<file path="config.mk">
export PLATFORM = sky130hd
export DESIGN_NAME = base58_block_decoder
export DESIGN_NICKNAME = d
export VERILOG_FILES = /design/src/hw/rtl/b58_pkg.sv /design/src/hw/rtl/base58_block_decoder.sv /design/src/hw/rtl/b58_accum.sv /design/src/hw/rtl/b58_serializer.sv
export SDC_FILE = /design/constraint.sdc
export NUM_CORES = 1
export LEC_CHECK = 0
export ABC_AREA = 1
export BUFFER_PORTS_ARGS = -buffer_cell sky130_fd_sc_hd__buf_2
export CORE_MARGIN = 5
export CORE_UTILIZATION = 60
export DETAILED_ROUTE_END_ITERATION = 16
export HOLD_SLACK_MARGIN = 0.06
export PLACE_DENSITY = 0.79
export SLEW_MARGIN = 10
export SYNTH_ARGS = -nofsm -noshare
export SYNTH_HDL_FRONTEND = slang
export SYNTH_SLANG_ARGS = --single-unit
</file>
<file path="constraint.sdc">
create_clock -name i_clk -period 11 [get_ports i_clk]
set_clock_uncertainty 0.05 [all_clocks]
set_input_delay 2.2 -clock i_clk [delete_from_list [all_inputs] [get_ports i_clk]]
set_output_delay 2.2 -clock i_clk [all_outputs]
set_load 0.05 [all_outputs]
</file>
<file path="src/hw/rtl/b58_pkg.sv">
`default_nettype none

package b58_pkg;

    localparam int unsigned VALUE_W    = 64;
    localparam int unsigned PROD_W     = VALUE_W + 6;
    localparam int unsigned COUNT_W    = 4;
    localparam int unsigned BYTE_IDX_W = 3;

    localparam logic [COUNT_W-1:0] FULL_BLOCK_CHARS = 4'd11;
    localparam logic [COUNT_W-1:0] FULL_BLOCK_BYTES = 4'd8;
    localparam logic [PROD_W-1:0]  RADIX            = 70'd58;

    // status codes
    localparam logic [1:0] ST_OK         = 2'd0;
    localparam logic [1:0] ST_BAD_CHAR   = 2'd1;
    localparam logic [1:0] ST_OVERFLOW   = 2'd2;
    localparam logic [1:0] ST_BAD_LENGTH = 2'd3;

    typedef struct packed {
        logic [7:0] char_code;
        logic       end_of_text;
    } t_in_item;

    typedef struct packed {
        logic [7:0] out_byte;
        logic       byte_valid;
        logic       final_flag;
        logic [1:0] status;
    } t_out_item;

    // one item's worth of results, handed from the accumulator to the serializer
    typedef struct packed {
        logic               emit;
        logic               stat_only;
        logic               final_flag;
        logic [1:0]         status;
        logic [COUNT_W-1:0] nbytes;
        logic [VALUE_W-1:0] value;
    } t_burst;

    typedef struct packed {
        logic       ok;
        logic [5:0] value;
    } t_digit;

    typedef struct packed {
        logic               ok;
        logic [COUNT_W-1:0] count;
    } t_part;

    function automatic t_digit char_digit(input logic [7:0] c);
        t_digit r;
        begin
            r.ok    = 1'b1;
            r.value = 6'd0;
            if (c inside {[8'h31:8'h39]}) begin
                r.value = 6'(c - 8'h31);
            end else if (c inside {[8'h41:8'h48]}) begin
                r.value = 6'(c - 8'h41 + 8'd9);
            end else if (c inside {[8'h4A:8'h4E]}) begin
                r.value = 6'(c - 8'h4A + 8'd17);
            end else if (c inside {[8'h50:8'h5A]}) begin
                r.value = 6'(c - 8'h50 + 8'd22);
            end else if (c inside {[8'h61:8'h6B]}) begin
                r.value = 6'(c - 8'h61 + 8'd33);
            end else if (c inside {[8'h6D:8'h7A]}) begin
                r.value = 6'(c - 8'h6D + 8'd44);
            end else begin
                r.ok = 1'b0;
            end
            return r;
        end
    endfunction

    // bytes carried by a final partial block of n characters
    function automatic t_part partial_bytes(input logic [COUNT_W-1:0] n);
        t_part r;
        begin
            r.ok = 1'b1;
            case (n)
                4'd2:    r.count = 4'd1;
                4'd3:    r.count = 4'd2;
                4'd5:    r.count = 4'd3;
                4'd6:    r.count = 4'd4;
                4'd7:    r.count = 4'd5;
                4'd9:    r.count = 4'd6;
                4'd10:   r.count = 4'd7;
                default: begin
                    r.ok    = 1'b0;
                    r.count = 4'd0;
                end
            endcase
            return r;
        end
    endfunction

endpackage

`default_nettype wire

</file>
<file path="src/hw/rtl/base58_block_decoder.sv">
// Block base58 decoder: one address character in, decoded bytes out.
// Input channel (i_valid / o_stall / i_in): one character per item, with
// end_of_text set on the last character of an address.
// Output channel (o_valid / i_stall / o_out): one decoded byte per item,
// most significant first; eight per eleven-character block, 1 to 7 for a
// final partial block. An address in error ends with one status-only item.
// The last item of an address has final_flag set and carries the status.
// A character's output passes through the input register, then the 64-bit
// multiply-add into the output register. Characters that yield no output
// are taken one per cycle, even while a burst drains. A character that
// yields output waits in the input register until the last item of the
// current burst is taken. While the receiver stalls, the current output
// item holds and input stops once such a character waits.
// Synchronous reset clears the block value, character count and sticky
// error, and drops any pending item.
`default_nettype none

module base58_block_decoder (
    input  wire logic              i_clk,
    input  wire logic              i_rst_n,
    input  wire logic              i_valid,
    output logic                   o_stall,
    input  wire b58_pkg::t_in_item i_in,
    output logic                   o_valid,
    input  wire logic              i_stall,
    output b58_pkg::t_out_item     o_out
);

    logic              r_in_valid;
    b58_pkg::t_in_item r_in;
    logic              take;
    logic              load;
    logic              slot_free;
    b58_pkg::t_burst   burst;

    assign o_stall = r_in_valid && !take;

    always_ff @(posedge i_clk) begin
        if (!i_rst_n) begin
            r_in_valid <= 1'b0;
        end else if (i_valid && !o_stall) begin
            r_in_valid <= 1'b1;
        end else if (take) begin
            r_in_valid <= 1'b0;
        end
    end

    always_ff @(posedge i_clk) begin
        if (i_valid && !o_stall) begin
            r_in <= i_in;
        end
    end

    b58_accum u_accum (
        .i_clk       (i_clk),
        .i_rst_n     (i_rst_n),
        .i_valid     (r_in_valid),
        .i_item      (r_in),
        .i_slot_free (slot_free),
        .o_take      (take),
        .o_load      (load),
        .o_burst     (burst)
    );

    b58_serializer u_serializer (
        .i_clk       (i_clk),
        .i_rst_n     (i_rst_n),
        .i_load      (load),
        .i_burst     (burst),
        .o_slot_free (slot_free),
        .o_valid     (o_valid),
        .i_stall     (i_stall),
        .o_item      (o_out)
    );

endmodule

`default_nettype wire

</file>
<file path="src/hw/rtl/b58_accum.sv">
`default_nettype none

module b58_accum (
    input  wire logic             i_clk,
    input  wire logic             i_rst_n,
    input  wire logic             i_valid,
    input  wire b58_pkg::t_in_item i_item,
    input  wire logic             i_slot_free,
    output logic                  o_take,
    output logic                  o_load,
    output b58_pkg::t_burst       o_burst
);

    logic [b58_pkg::VALUE_W-1:0] r_value, n_value;
    logic [b58_pkg::COUNT_W-1:0] r_cnt, n_cnt;
    logic [1:0]                  r_err, n_err;

    b58_pkg::t_digit              dig;
    b58_pkg::t_part               part;
    logic [b58_pkg::PROD_W-1:0]   prod;
    logic                         last;

    always_comb begin
        last    = i_item.end_of_text;
        dig     = b58_pkg::char_digit(i_item.char_code);
        part    = b58_pkg::partial_bytes(4'd0);
        prod    = ({6'd0, r_value} * b58_pkg::RADIX) + {64'd0, dig.value};
        n_value = r_value;
        n_cnt   = r_cnt;
        n_err   = r_err;
        o_burst = '0;
        if (r_err == b58_pkg::ST_OK) begin
            if (!dig.ok) begin
                n_err = b58_pkg::ST_BAD_CHAR;
            end else if (prod[b58_pkg::PROD_W-1:b58_pkg::VALUE_W] != 6'd0) begin
                n_err = b58_pkg::ST_OVERFLOW;
            end else begin
                n_value = prod[b58_pkg::VALUE_W-1:0];
                n_cnt   = r_cnt + 4'd1;
                if (n_cnt == b58_pkg::FULL_BLOCK_CHARS) begin
                    o_burst.emit       = 1'b1;
                    o_burst.value      = prod[b58_pkg::VALUE_W-1:0];
                    o_burst.nbytes     = b58_pkg::FULL_BLOCK_BYTES;
                    o_burst.final_flag = last;
                    n_value            = '0;
                    n_cnt              = '0;
                end else if (last) begin
                    part = b58_pkg::partial_bytes(n_cnt);
                    if (!part.ok) begin
                        n_err = b58_pkg::ST_BAD_LENGTH;
                    end else begin
                        o_burst.emit       = 1'b1;
                        o_burst.value      = prod[b58_pkg::VALUE_W-1:0];
                        o_burst.nbytes     = part.count;
                        o_burst.final_flag = 1'b1;
                    end
                end
            end
        end
        if (last) begin
            // report the sticky error in place of any bytes
            if (n_err != b58_pkg::ST_OK) begin
                o_burst            = '0;
                o_burst.emit       = 1'b1;
                o_burst.stat_only  = 1'b1;
                o_burst.final_flag = 1'b1;
                o_burst.status     = n_err;
            end
            n_value = '0;
            n_cnt   = '0;
            n_err   = b58_pkg::ST_OK;
        end
        o_take = i_valid && (!o_burst.emit || i_slot_free);
        o_load = o_take && o_burst.emit;
    end

    always_ff @(posedge i_clk) begin
        if (!i_rst_n) begin
            r_value <= '0;
            r_cnt   <= '0;
            r_err   <= b58_pkg::ST_OK;
        end else if (o_take) begin
            r_value <= n_value;
            r_cnt   <= n_cnt;
            r_err   <= n_err;
        end
    end

    a_cnt_range: assert property (@(posedge i_clk) disable iff (!i_rst_n)
        r_cnt < b58_pkg::FULL_BLOCK_CHARS)
        else $error("block character count out of range");

    a_end_clears: assert property (@(posedge i_clk) disable iff (!i_rst_n)
        o_take && i_item.end_of_text |=>
            r_cnt == '0 && r_err == b58_pkg::ST_OK && r_value == '0)
        else $error("state not cleared after last character");

endmodule

`default_nettype wire

</file>
<file path="src/hw/rtl/b58_serializer.sv">
`default_nettype none

module b58_serializer (
    input  wire logic             i_clk,
    input  wire logic             i_rst_n,
    input  wire logic             i_load,
    input  wire b58_pkg::t_burst  i_burst,
    output logic                  o_slot_free,
    output logic                  o_valid,
    input  wire logic             i_stall,
    output b58_pkg::t_out_item    o_item
);

    logic                                r_busy;
    logic [b58_pkg::BYTE_IDX_W-1:0]      r_idx;
    logic [b58_pkg::VALUE_W-1:0]         r_value;
    logic                                r_stat_only;
    logic                                r_final;
    logic [1:0]                          r_status;
    logic                                done;

    always_comb begin
        done        = r_busy && !i_stall && (r_idx == '0);
        o_slot_free = !r_busy || done;
        o_valid     = r_busy;
        o_item.out_byte   = r_stat_only ? 8'd0 : r_value[{r_idx, 3'b000} +: 8];
        o_item.byte_valid = !r_stat_only;
        o_item.final_flag = r_final && (r_idx == '0);
        o_item.status     = (r_final && (r_idx == '0)) ? r_status : b58_pkg::ST_OK;
    end

    always_ff @(posedge i_clk) begin
        if (!i_rst_n) begin
            r_busy <= 1'b0;
            r_idx  <= '0;
        end else if (i_load && o_slot_free) begin
            r_busy <= 1'b1;
            r_idx  <= i_burst.stat_only ? '0 : 3'(i_burst.nbytes - 4'd1);
        end else if (done) begin
            r_busy <= 1'b0;
        end else if (r_busy && !i_stall) begin
            r_idx <= r_idx - 3'd1;
        end
    end

    // payload, no reset needed
    always_ff @(posedge i_clk) begin
        if (i_load && o_slot_free) begin
            r_value     <= i_burst.value;
            r_stat_only <= i_burst.stat_only;
            r_final     <= i_burst.final_flag;
            r_status    <= i_burst.status;
        end
    end

    a_hold_burst: assert property (@(posedge i_clk) disable iff (!i_rst_n)
        r_busy && !done |=> r_busy && $stable(r_value) && $stable(r_final))
        else $error("burst overwritten before its last item went out");

    a_status_final: assert property (@(posedge i_clk) disable iff (!i_rst_n)
        o_valid && (!o_item.byte_valid || o_item.status != b58_pkg::ST_OK)
            |-> o_item.final_flag)
        else $error("status item without final flag");

    a_load_free: assert property (@(posedge i_clk) disable iff (!i_rst_n)
        i_load |-> o_slot_free)
        else $error("burst offered while output busy");

endmodule

`default_nettype wire

</file>
==> results of run 1 <==
logic make-up after synthesis:
group                    count (synthesis)  share of synthesized area
AND/OR/NAND/NOR                       1804                      0.352
buffers and inverters                  940                      0.171
flip-flops                             152                      0.180
AO/OA/AOI/OAI                          203                     0.0525
adder cells (fa/ha/maj)                286                      0.213
XOR/XNOR                                74                     0.0306
worst max-delay path: cells and delay by family (launching register included):
kind                     cells  cell delay, ns
adder cells (fa/ha/maj)      3            0.89
AO/OA/AOI/OAI                5            1.16
buffers and inverters        7            1.06
flip-flops                   1            0.49
AND/OR/NAND/NOR             23            3.16
final timing paths:
path                                                        from                          endpoint  slack (ns)  depth (start not counted)
worst max-delay path                           r_in[2]$_DFFE_PP_                           o_stall        1.55                         38
worst min register to register  u_accum.r_value[39]$_SDFFE_PN0P_  u_accum.r_value[39]$_SDFFE_PN0P_        0.41                          2
worst max register to register                 r_in[2]$_DFFE_PP_  u_accum.r_value[17]$_SDFFE_PN0P_        2.83                         41
worst min-delay path            u_accum.r_value[39]$_SDFFE_PN0P_  u_accum.r_value[39]$_SDFFE_PN0P_        0.41                          2
area by class of cell:
class                   instances  area, µm²  area share
multi-input cells            2367      13700       0.617
flip-flops and latches        152       3810       0.172
inverters                     890       3340       0.150
well taps                     455        569      0.0256
clock buffers                  21        482      0.0217
repair buffers                 33        183     0.00823
clock inverters                11        110     0.00496
layer usage:
metal	global-route usage	vias up	wire, µm
met4	0.113	0	2390
met1	0.480	9677	29100
met5	0	-	0
li1	-	10300	-
met3	0.0606	149	6100
met2	0.565	915	30400
synth_stat cells (2+ instances only):
master	number
buf_4	6
a21oi_1	86
buf_2	6
clkinv_1	2
edfxtp_1	77
fa_1	124
nand2_2	26
inv_2	6
xor2_1	62
nand4_1	32
nor2_1	389
nor3_1	26
o22ai_1	11
nor4_1	9
o21bai_1	6
inv_1	882
nor3b_1	2
nand3b_1	9
nand3_1	157
and2_1	4
nand3_2	13
dlygate4sd1_1	4
o21a_1	3
o21ai_0	72
nor2_4	9
nand2_1	1106
o211ai_1	5
nand2_4	3
clkbuf_1	22
buf_1	7
buf_6	3
buf_8	2
nor2_2	16
a31oi_1	9
xnor2_1	12
dfxtp_1	75
o221ai_1	3
ha_1	162
o31ai_1	2
where the power goes:
group          internal [mW]  switching [mW]  total (mW)  leakage, nW
logic                  0.378           0.955        1.33         10.9
clock network          0.341           0.271       0.612        0.296
registers              0.631          0.0204       0.651         1.29
total                   1.35            1.25        2.60         12.5
sequential cells by signal, summed over array words and instances, names as in the netlist:
signal                    cells
r_in                          9
r_in_valid                    1
u_accum.r_cnt                 4
u_accum.r_err                 2
u_accum.r_value              64
u_serializer.o_valid          1
u_serializer.r_final          1
u_serializer.r_idx            3
u_serializer.r_stat_only      1
u_serializer.r_status         2
u_serializer.r_value         64
per-stage QoR:
stage               area [µm²]  hold WS [ns]
floorplan                21100         0.389
global placement         21600         0.400
detailed placement       21600         0.404
CTS                      22200         0.415
global route             22200         0.448
finish                   22200         0.415
==> out/results.txt, run 1 <==
Setup Buffers After CTS: 0
Flop and latch count out of synthesis: 152
Die X: 198 µm
Starting Density: 0.609
Post-synth EDFFs: 77
Inst Count DP: 3897
Avg Cell Area, Syn: 6.11 µm²
Final setup vio count: 0
Clock Sinks: 152
CTS Buffer Depth: 2
Period minus WS final: 9.45 ns
Global-route wire length before repair: 108000 µm
Largest fanout on the critical path: 65
Most frequent cells in the layout: nand2_1, inv_1, nor2_1
Drt via density: 5.35
Share of layout cells above drive strength 1: 0.0409
RD Place Congestion: 1.03
Synth area leader: nand2_1
WP data arrival: 7.20 ns
Wire per inst: 17.3 µm
Final non-filler cell total: 3929
Routed vias: 21000
Clock network latency to the later pin of the worst-skew pair: 0.46 ns
FP Rows: 68
Commonest non-fill, non-tap cell in the layout: nand2_1
Tot Pwr: 2.60 mW
Post-Syn Area: 0.0211 mm²
H-tree levels: 4
Syn nets: 3758
Ant diodes: 0
Fin nets: 3760
Top_reg_cell synth: edfxtp_1
Period utilisation layout: 0.859
Asr flop ratio synth: 0
RSZ-0062 raised after global routing: no
Clock tree from TritonCTS: yes
Clk slew on worst S/H paths: 0.07 ns
Final wirelength: 68000 µm
Dpl ws: 2.23 ns
Crit path max-delay cell type: edfxtp_1
Top cells by area, synth: nand2_1, inv_1, fa_1, edfxtp_1, ha_1
Count of pins over their slew limit: 0
Port Buffers: 26
Total congestion overflow: 0
Die Y: 198 µm
Initial antenna violation count: 0
# fillers: 3217
Area grow syn2layout: 5.02%
Ys Warns: 0
Maximum number of pins on one net before global-route repair: 71
Antenna Nets Post-Route: 0
Hold crit path type: reg -> reg
Crit path launch type: flop
IO Pins: 27
CP required: 8.75 ns
CTS resizes: 0
Total die area: 0.0391 mm²
Mapped Cells: 3459
Crit. End Element: output pin
Max-Cap Viols: 0
Status: completed
DP HPWL: 56500 µm
Worst VDD drop: 0.128 mV
Root buffer cell: clkbuf_16
Post-CTS Hold Buffers: 0
Setup TNS: 0 ns
Relative slew slack: 0.370
FMAX: 106 MHz
CTS buffer count: 17
Pwr Density: 117 mW/mm²
Sequential area share after synthesis: 0.180
Core box area: 0.0347 mm²
Pre-Repair DR Iteration Count: 6
Slew @ Worst Pin: 0.943 ns
Crit-path max cell delay: 0.49 ns
Most common cell on crit path: nand2_1
Final Util: 0.640
Final hold violation count: 0
Yosys cell types: 48
DR iter-0 viols: 2015
Critical path class: reg -> out
Top cell type's share of synthesized area: 0.196
Vias in the first global route: 20400
Final setup margin: 1.55 ns
Leakage power total: 12.5 nW
Overall Global Routing Usage: 0.350
DR DRC count: 0
Note: power is estimated with default switching activity, not from simulation.
==> run 2, diff against run 1 <==
==> constraint.sdc (replaced) <==
create_clock -name i_clk -period 11 [get_ports i_clk]
set_clock_uncertainty 0.05 [all_clocks]
set_input_delay 2.2 -clock i_clk [delete_from_list [all_inputs] [get_ports i_clk]]
set_output_delay 2.2 -clock i_clk [all_outputs]
set_load 0.02 [all_outputs]
==> out/results.txt, run 2 (same netlist as run 1, synthesis figures left out) <==
Final hold violation count: 0
RD Place Congestion: 1.01
Critical path class: reg -> out
Overall Global Routing Usage: 0.353
Area of the multi-input gates: 0.0137 mm²
Final setup margin: 2.00 ns
Total die area: 0.0391 mm²
FP Rows: 68
Crit-path max cell delay: 0.50 ns
Clock tree from TritonCTS: yes
Post-CTS Hold Buffers: 0
FMAX: 111 MHz
WP data arrival: 6.75 ns
Setup TNS: 0 ns
Routed vias: 21300
RSZ-0062 raised after global routing: no
Count of pins over their slew limit: 0
Clock Sinks: 152
Die X: 198 µm
Register Area: 0.00381 mm²
Inst Count DP: 3896
CP required: 8.75 ns
Period minus WS final: 9.00 ns
Global-route wire length before repair: 108000 µm
CTS Buffer Depth: 2
Status: completed
Crit path max-delay cell type: edfxtp_1
Worst VDD drop: 0.167 mV
Clock network latency to the later pin of the worst-skew pair: 0.47 ns
# fillers: 3206
Initial antenna violation count: 1
Crit. End Element: output pin
Setup Buffers After CTS: 0
Regs by FF count: u_accum.r_value x64, u_serializer.r_value x64, r_in x9
DR iter-0 viols: 2048
Dpl cell area: 0.0216 mm²
Most frequent cells in the layout: nand2_1, inv_1, nor2_1
Final wirelength: 68800 µm
CTS buffer count: 17
Pwr Density: 118 mW/mm²
Final setup vio count: 0
DR DRC count: 0
Fin nets: 3759
Min Hold Slack: 0.414 ns
Commonest non-fill, non-tap cell in the layout: nand2_1
Max-Cap Viols: 0
IO Pins: 27
Drt via density: 5.43
Slew @ Worst Pin: 1.16 ns
Most common cell on crit path: nand2_1
Crit path launch type: flop
Final instance area: 0.0222 mm²
Clk slew on worst S/H paths: 0.07 ns
Area grow syn2layout: 5.19%
Die Y: 198 µm
Hold crit path type: reg -> reg
Root buffer cell: clkbuf_16
Pre-Repair DR Iteration Count: 6
Largest fanout on the critical path: 7
Final non-filler cell total: 3929
CTS resizes: 0
Leakage power total: 12.5 nW
Relative slew slack: 0.225
Wire per inst: 17.5 µm
Vias in the first global route: 20400
Port Buffers: 26
Dpl ws: 2.62 ns
Antenna Nets Post-Route: 0
Period utilisation layout: 0.819
Share of layout cells above drive strength 1: 0.0409
H-tree levels: 4
DP HPWL: 57100 µm
Maximum number of pins on one net before global-route repair: 71
Total congestion overflow: 0
Core box area: 0.0347 mm²
Starting Density: 0.609
-- run 2: changes by cell type in the layout (fill, tap and decap cells not counted), moves of 2 or more --
cell | previous run | this run
inv_6 | 3 | 5
clkinvlp_4 | 0 | 2
bufinv_16 | 1 | 3
clkinv_2 | 2 | 0
clkinv_4 | 3 | 1
clkbuf_8 | 2 | 0
inv_8 | 1 | 3
-- run 2: critical path: cells and delay by family (launching register included) --
| family | cells | cell delay, ns |
|---|---|---|
| flip-flops | 1 | 0.50 |
| buffers and inverters | 6 | 0.68 |
| adder cells (fa/ha/maj) | 3 | 0.91 |
| AO/OA/AOI/OAI | 5 | 1.17 |
| AND/OR/NAND/NOR | 23 | 2.99 |
-- run 2: layout make-up --
| type | count | share of cell area |
|---|---|---|
| Timing Repair Buffer | 32 | 0.00787 |
| Clock buffer | 17 | 0.0191 |
| Clock inverter | 15 | 0.00934 |
| Tap cell | 455 | 0.0256 |
| Inverter | 890 | 0.150 |
| Multi-Input combinational cell | 2367 | 0.616 |
| Antenna cell | 1 | 0.000112 |
| Sequential cell | 152 | 0.171 |
-- run 2: final timing paths --
check | cells after the start | start | to | slack, ns
max reg2reg | 37 | r_in[2]$_DFFE_PP_ | u_serializer.r_value[17]$_DFFE_PP_ | 3.32
min | 2 | u_accum.r_value[56]$_SDFFE_PN0P_ | u_accum.r_value[56]$_SDFFE_PN0P_ | 0.41
min reg2reg | 2 | u_accum.r_value[56]$_SDFFE_PN0P_ | u_accum.r_value[56]$_SDFFE_PN0P_ | 0.41
max | 37 | r_in[2]$_DFFE_PP_ | o_stall | 2.00
-- run 2: power by group --
group / switching (mW) / internal [mW] / total [mW]
combinational: 0.945 / 0.378 / 1.32
clock: 0.292 / 0.367 / 0.660
sequential: 0.0211 / 0.630 / 0.652
total: 1.26 / 1.38 / 2.63
-- run 2: per-stage QoR --
step	power, mW	utilization
after detailed placement	1.94	0.623
after global placement	1.90	0.623
after global routing	2.81	0.641
final	2.63	0.641
after floorplan	1.55	-
after CTS	2.61	0.641
-- run 2: per-layer routing --
metal,global-route usage,vias to the layer above,wire length [µm]
met1,0.491,9959,29000
met4,0.103,0,1970
met5,0,-,0
li1,-,10300,-
met2,0.578,951,31500
met3,0.0471,129,6340
==> run 3, diff against run 2 <==
==> constraint.sdc (replaced) <==
create_clock -name i_clk -period 9 [get_ports i_clk]
set_clock_uncertainty 0.05 [all_clocks]
set_input_delay 1.8 -clock i_clk [delete_from_list [all_inputs] [get_ports i_clk]]
set_output_delay 1.8 -clock i_clk [all_outputs]
set_load 0.02 [all_outputs]
==> out/results.txt, run 3 (same netlist as run 1, synthesis figures left out) <==
Met3 global-route usage: 0.0616
Min Hold Slack: 0.410 ns
CTS buffer count: 17
CP required: 7.15 ns
Core box area: 0.0347 mm²
Final hold violation count: 0
Worst VDD drop: 0.164 mV
# fillers: 3324
Crit path launch type: flop
DP HPWL: 55200 µm
Dpl ws: 1.06 ns
Register-to-Register Setup Slack: 1.96 ns
Layer with the highest usage: met2
Initial antenna violation count: 1
Commonest non-fill, non-tap cell in the layout: nand2_1
Share of layout cells above drive strength 1: 0.0417
Clock tree from TritonCTS: yes
Tot Pwr: 3.14 mW
Leakage power total: 12.5 nW
Largest fanout on the critical path: 7
FP Rows: 68
Maximum number of pins on one net before global-route repair: 71
Final wirelength: 66100 µm
Overall Global Routing Usage: 0.342
DR iter-0 viols: 1878
Clock network latency to the later pin of the worst-skew pair: 0.48 ns
Crit-path max cell delay: 0.49 ns
Max-Cap Viols: 0
Setup TNS: 0 ns
Most common cell on crit path: nand2_1
Total die area: 0.0391 mm²
Routed vias: 20900
Crit. End Element: output pin
Most frequent cells in the layout: nand2_1, inv_1, nor2_1
Clock Sinks: 152
WP data arrival: 6.46 ns
CTS Buffer Depth: 2
Drt via density: 5.31
Die Y: 198 µm
Critical path class: reg -> out
Final setup vio count: 0
Vias in the first global route: 20100
Count of pins over their slew limit: 0
Die X: 198 µm
Period minus WS final: 8.31 ns
Fin nets: 3763
Antenna Nets Post-Route: 0
Crit path max-delay cell type: edfxtp_1
R2R depth: 38
Hold depth: 2
Global routing usage on met2: 0.549
DR DRC count: 0
Hold crit path type: reg -> reg
Pwr Density: 142 mW/mm²
Worst hold start: u_accum.r_value[47]$_SDFFE_PN0P_
Period utilisation layout: 0.923
R2r startpoint: r_in[2]$_DFFE_PP_
Root buffer cell: clkbuf_16
Area of the multi-input gates: 0.0137 mm²
Pre-Repair DR Iteration Count: 6
Ant diodes: 0
RD Place Congestion: 1.05
IO Pins: 27
Status: completed
H-tree levels: 4
Port Buffers: 26
FMAX: 120 MHz
Starting Density: 0.609
Worst hold endpoint: u_accum.r_value[47]$_SDFFE_PN0P_
Final setup margin: 0.692 ns
GRT met1 Usage: 0.470
RSZ-0062 raised after global routing: no
Post-CTS Hold Buffers: 0
Total congestion overflow: 0
Worst R2R End: u_accum.r_value[41]$_SDFFE_PN0P_
Clk slew on worst S/H paths: 0.06 ns
Regs by FF count: u_accum.r_value x64, u_serializer.r_value x64, r_in x9
Slew @ Worst Pin: 0.941 ns
Global-route wire length before repair: 105000 µm
Wire per inst: 16.8 µm
Relative slew slack: 0.367
Area grow syn2layout: 5.01%
Register Area: 0.00381 mm²
## run 3: per-stage QoR
step                cell area (µm²)  instances   util
finish                        22200       3932  0.640
floorplan                     21100       3459      -
detailed placement            21600       3898  0.623
CTS                           22200       3930  0.639
global placement              21600       3898  0.623
global route                  22200       3932  0.640
## run 3: worst max path at each step
stage | startpoint | end | slack [ns] | cells past startpoint
floorplan | r_in[2]$_DFFE_PP_ | o_stall | 2.13 | 36
global placement | r_in[2]$_DFFE_PP_ | o_stall | 1.34 | 37
detailed placement | r_in[2]$_DFFE_PP_ | o_stall | 1.06 | 37
CTS | r_in[2]$_DFFE_PP_ | o_stall | 0.55 | 37
global route | r_in[2]$_DFFE_PP_ | o_stall | 0.14 | 42
finish | r_in[2]$_DFFE_PP_ | o_stall | 0.69 | 35
## run 3: power by group
part	total (mW)	switching, mW	internal, mW
logic	1.61	1.15	0.459
registers	0.795	0.0243	0.770
clock network	0.742	0.355	0.386
total	3.14	1.53	1.62
## run 3: timing repair
item / in CTS / in global routing
setup buffers: 0 / 2
endpoints found under the setup margin: 0 / 1
resized for setup: 0 / 0
## run 3: critical path: cells and delay by family (launching register included)
kind | cells | cell delay, ns
buffers and inverters | 6 | 0.75
adder cells (fa/ha/maj) | 3 | 0.89
AO/OA/AOI/OAI | 3 | 0.70
flip-flops | 1 | 0.49
AND/OR/NAND/NOR | 23 | 3.16
## run 3: per-layer routing
layer	share of wire	wire length, µm
met4	0.033	2200
met2	0.45	29400
met3	0.089	5910
met1	0.43	28500
met5	0.00020	13
## run 3: layout make-up
type | instances | share of cell area
clock buffer | 17 | 0.0192
timing repair buffer | 36 | 0.00924
clock inverter | 15 | 0.00637
sequential | 152 | 0.172
multi-input combinational | 2367 | 0.617
inverter | 890 | 0.150
tap | 455 | 0.0256
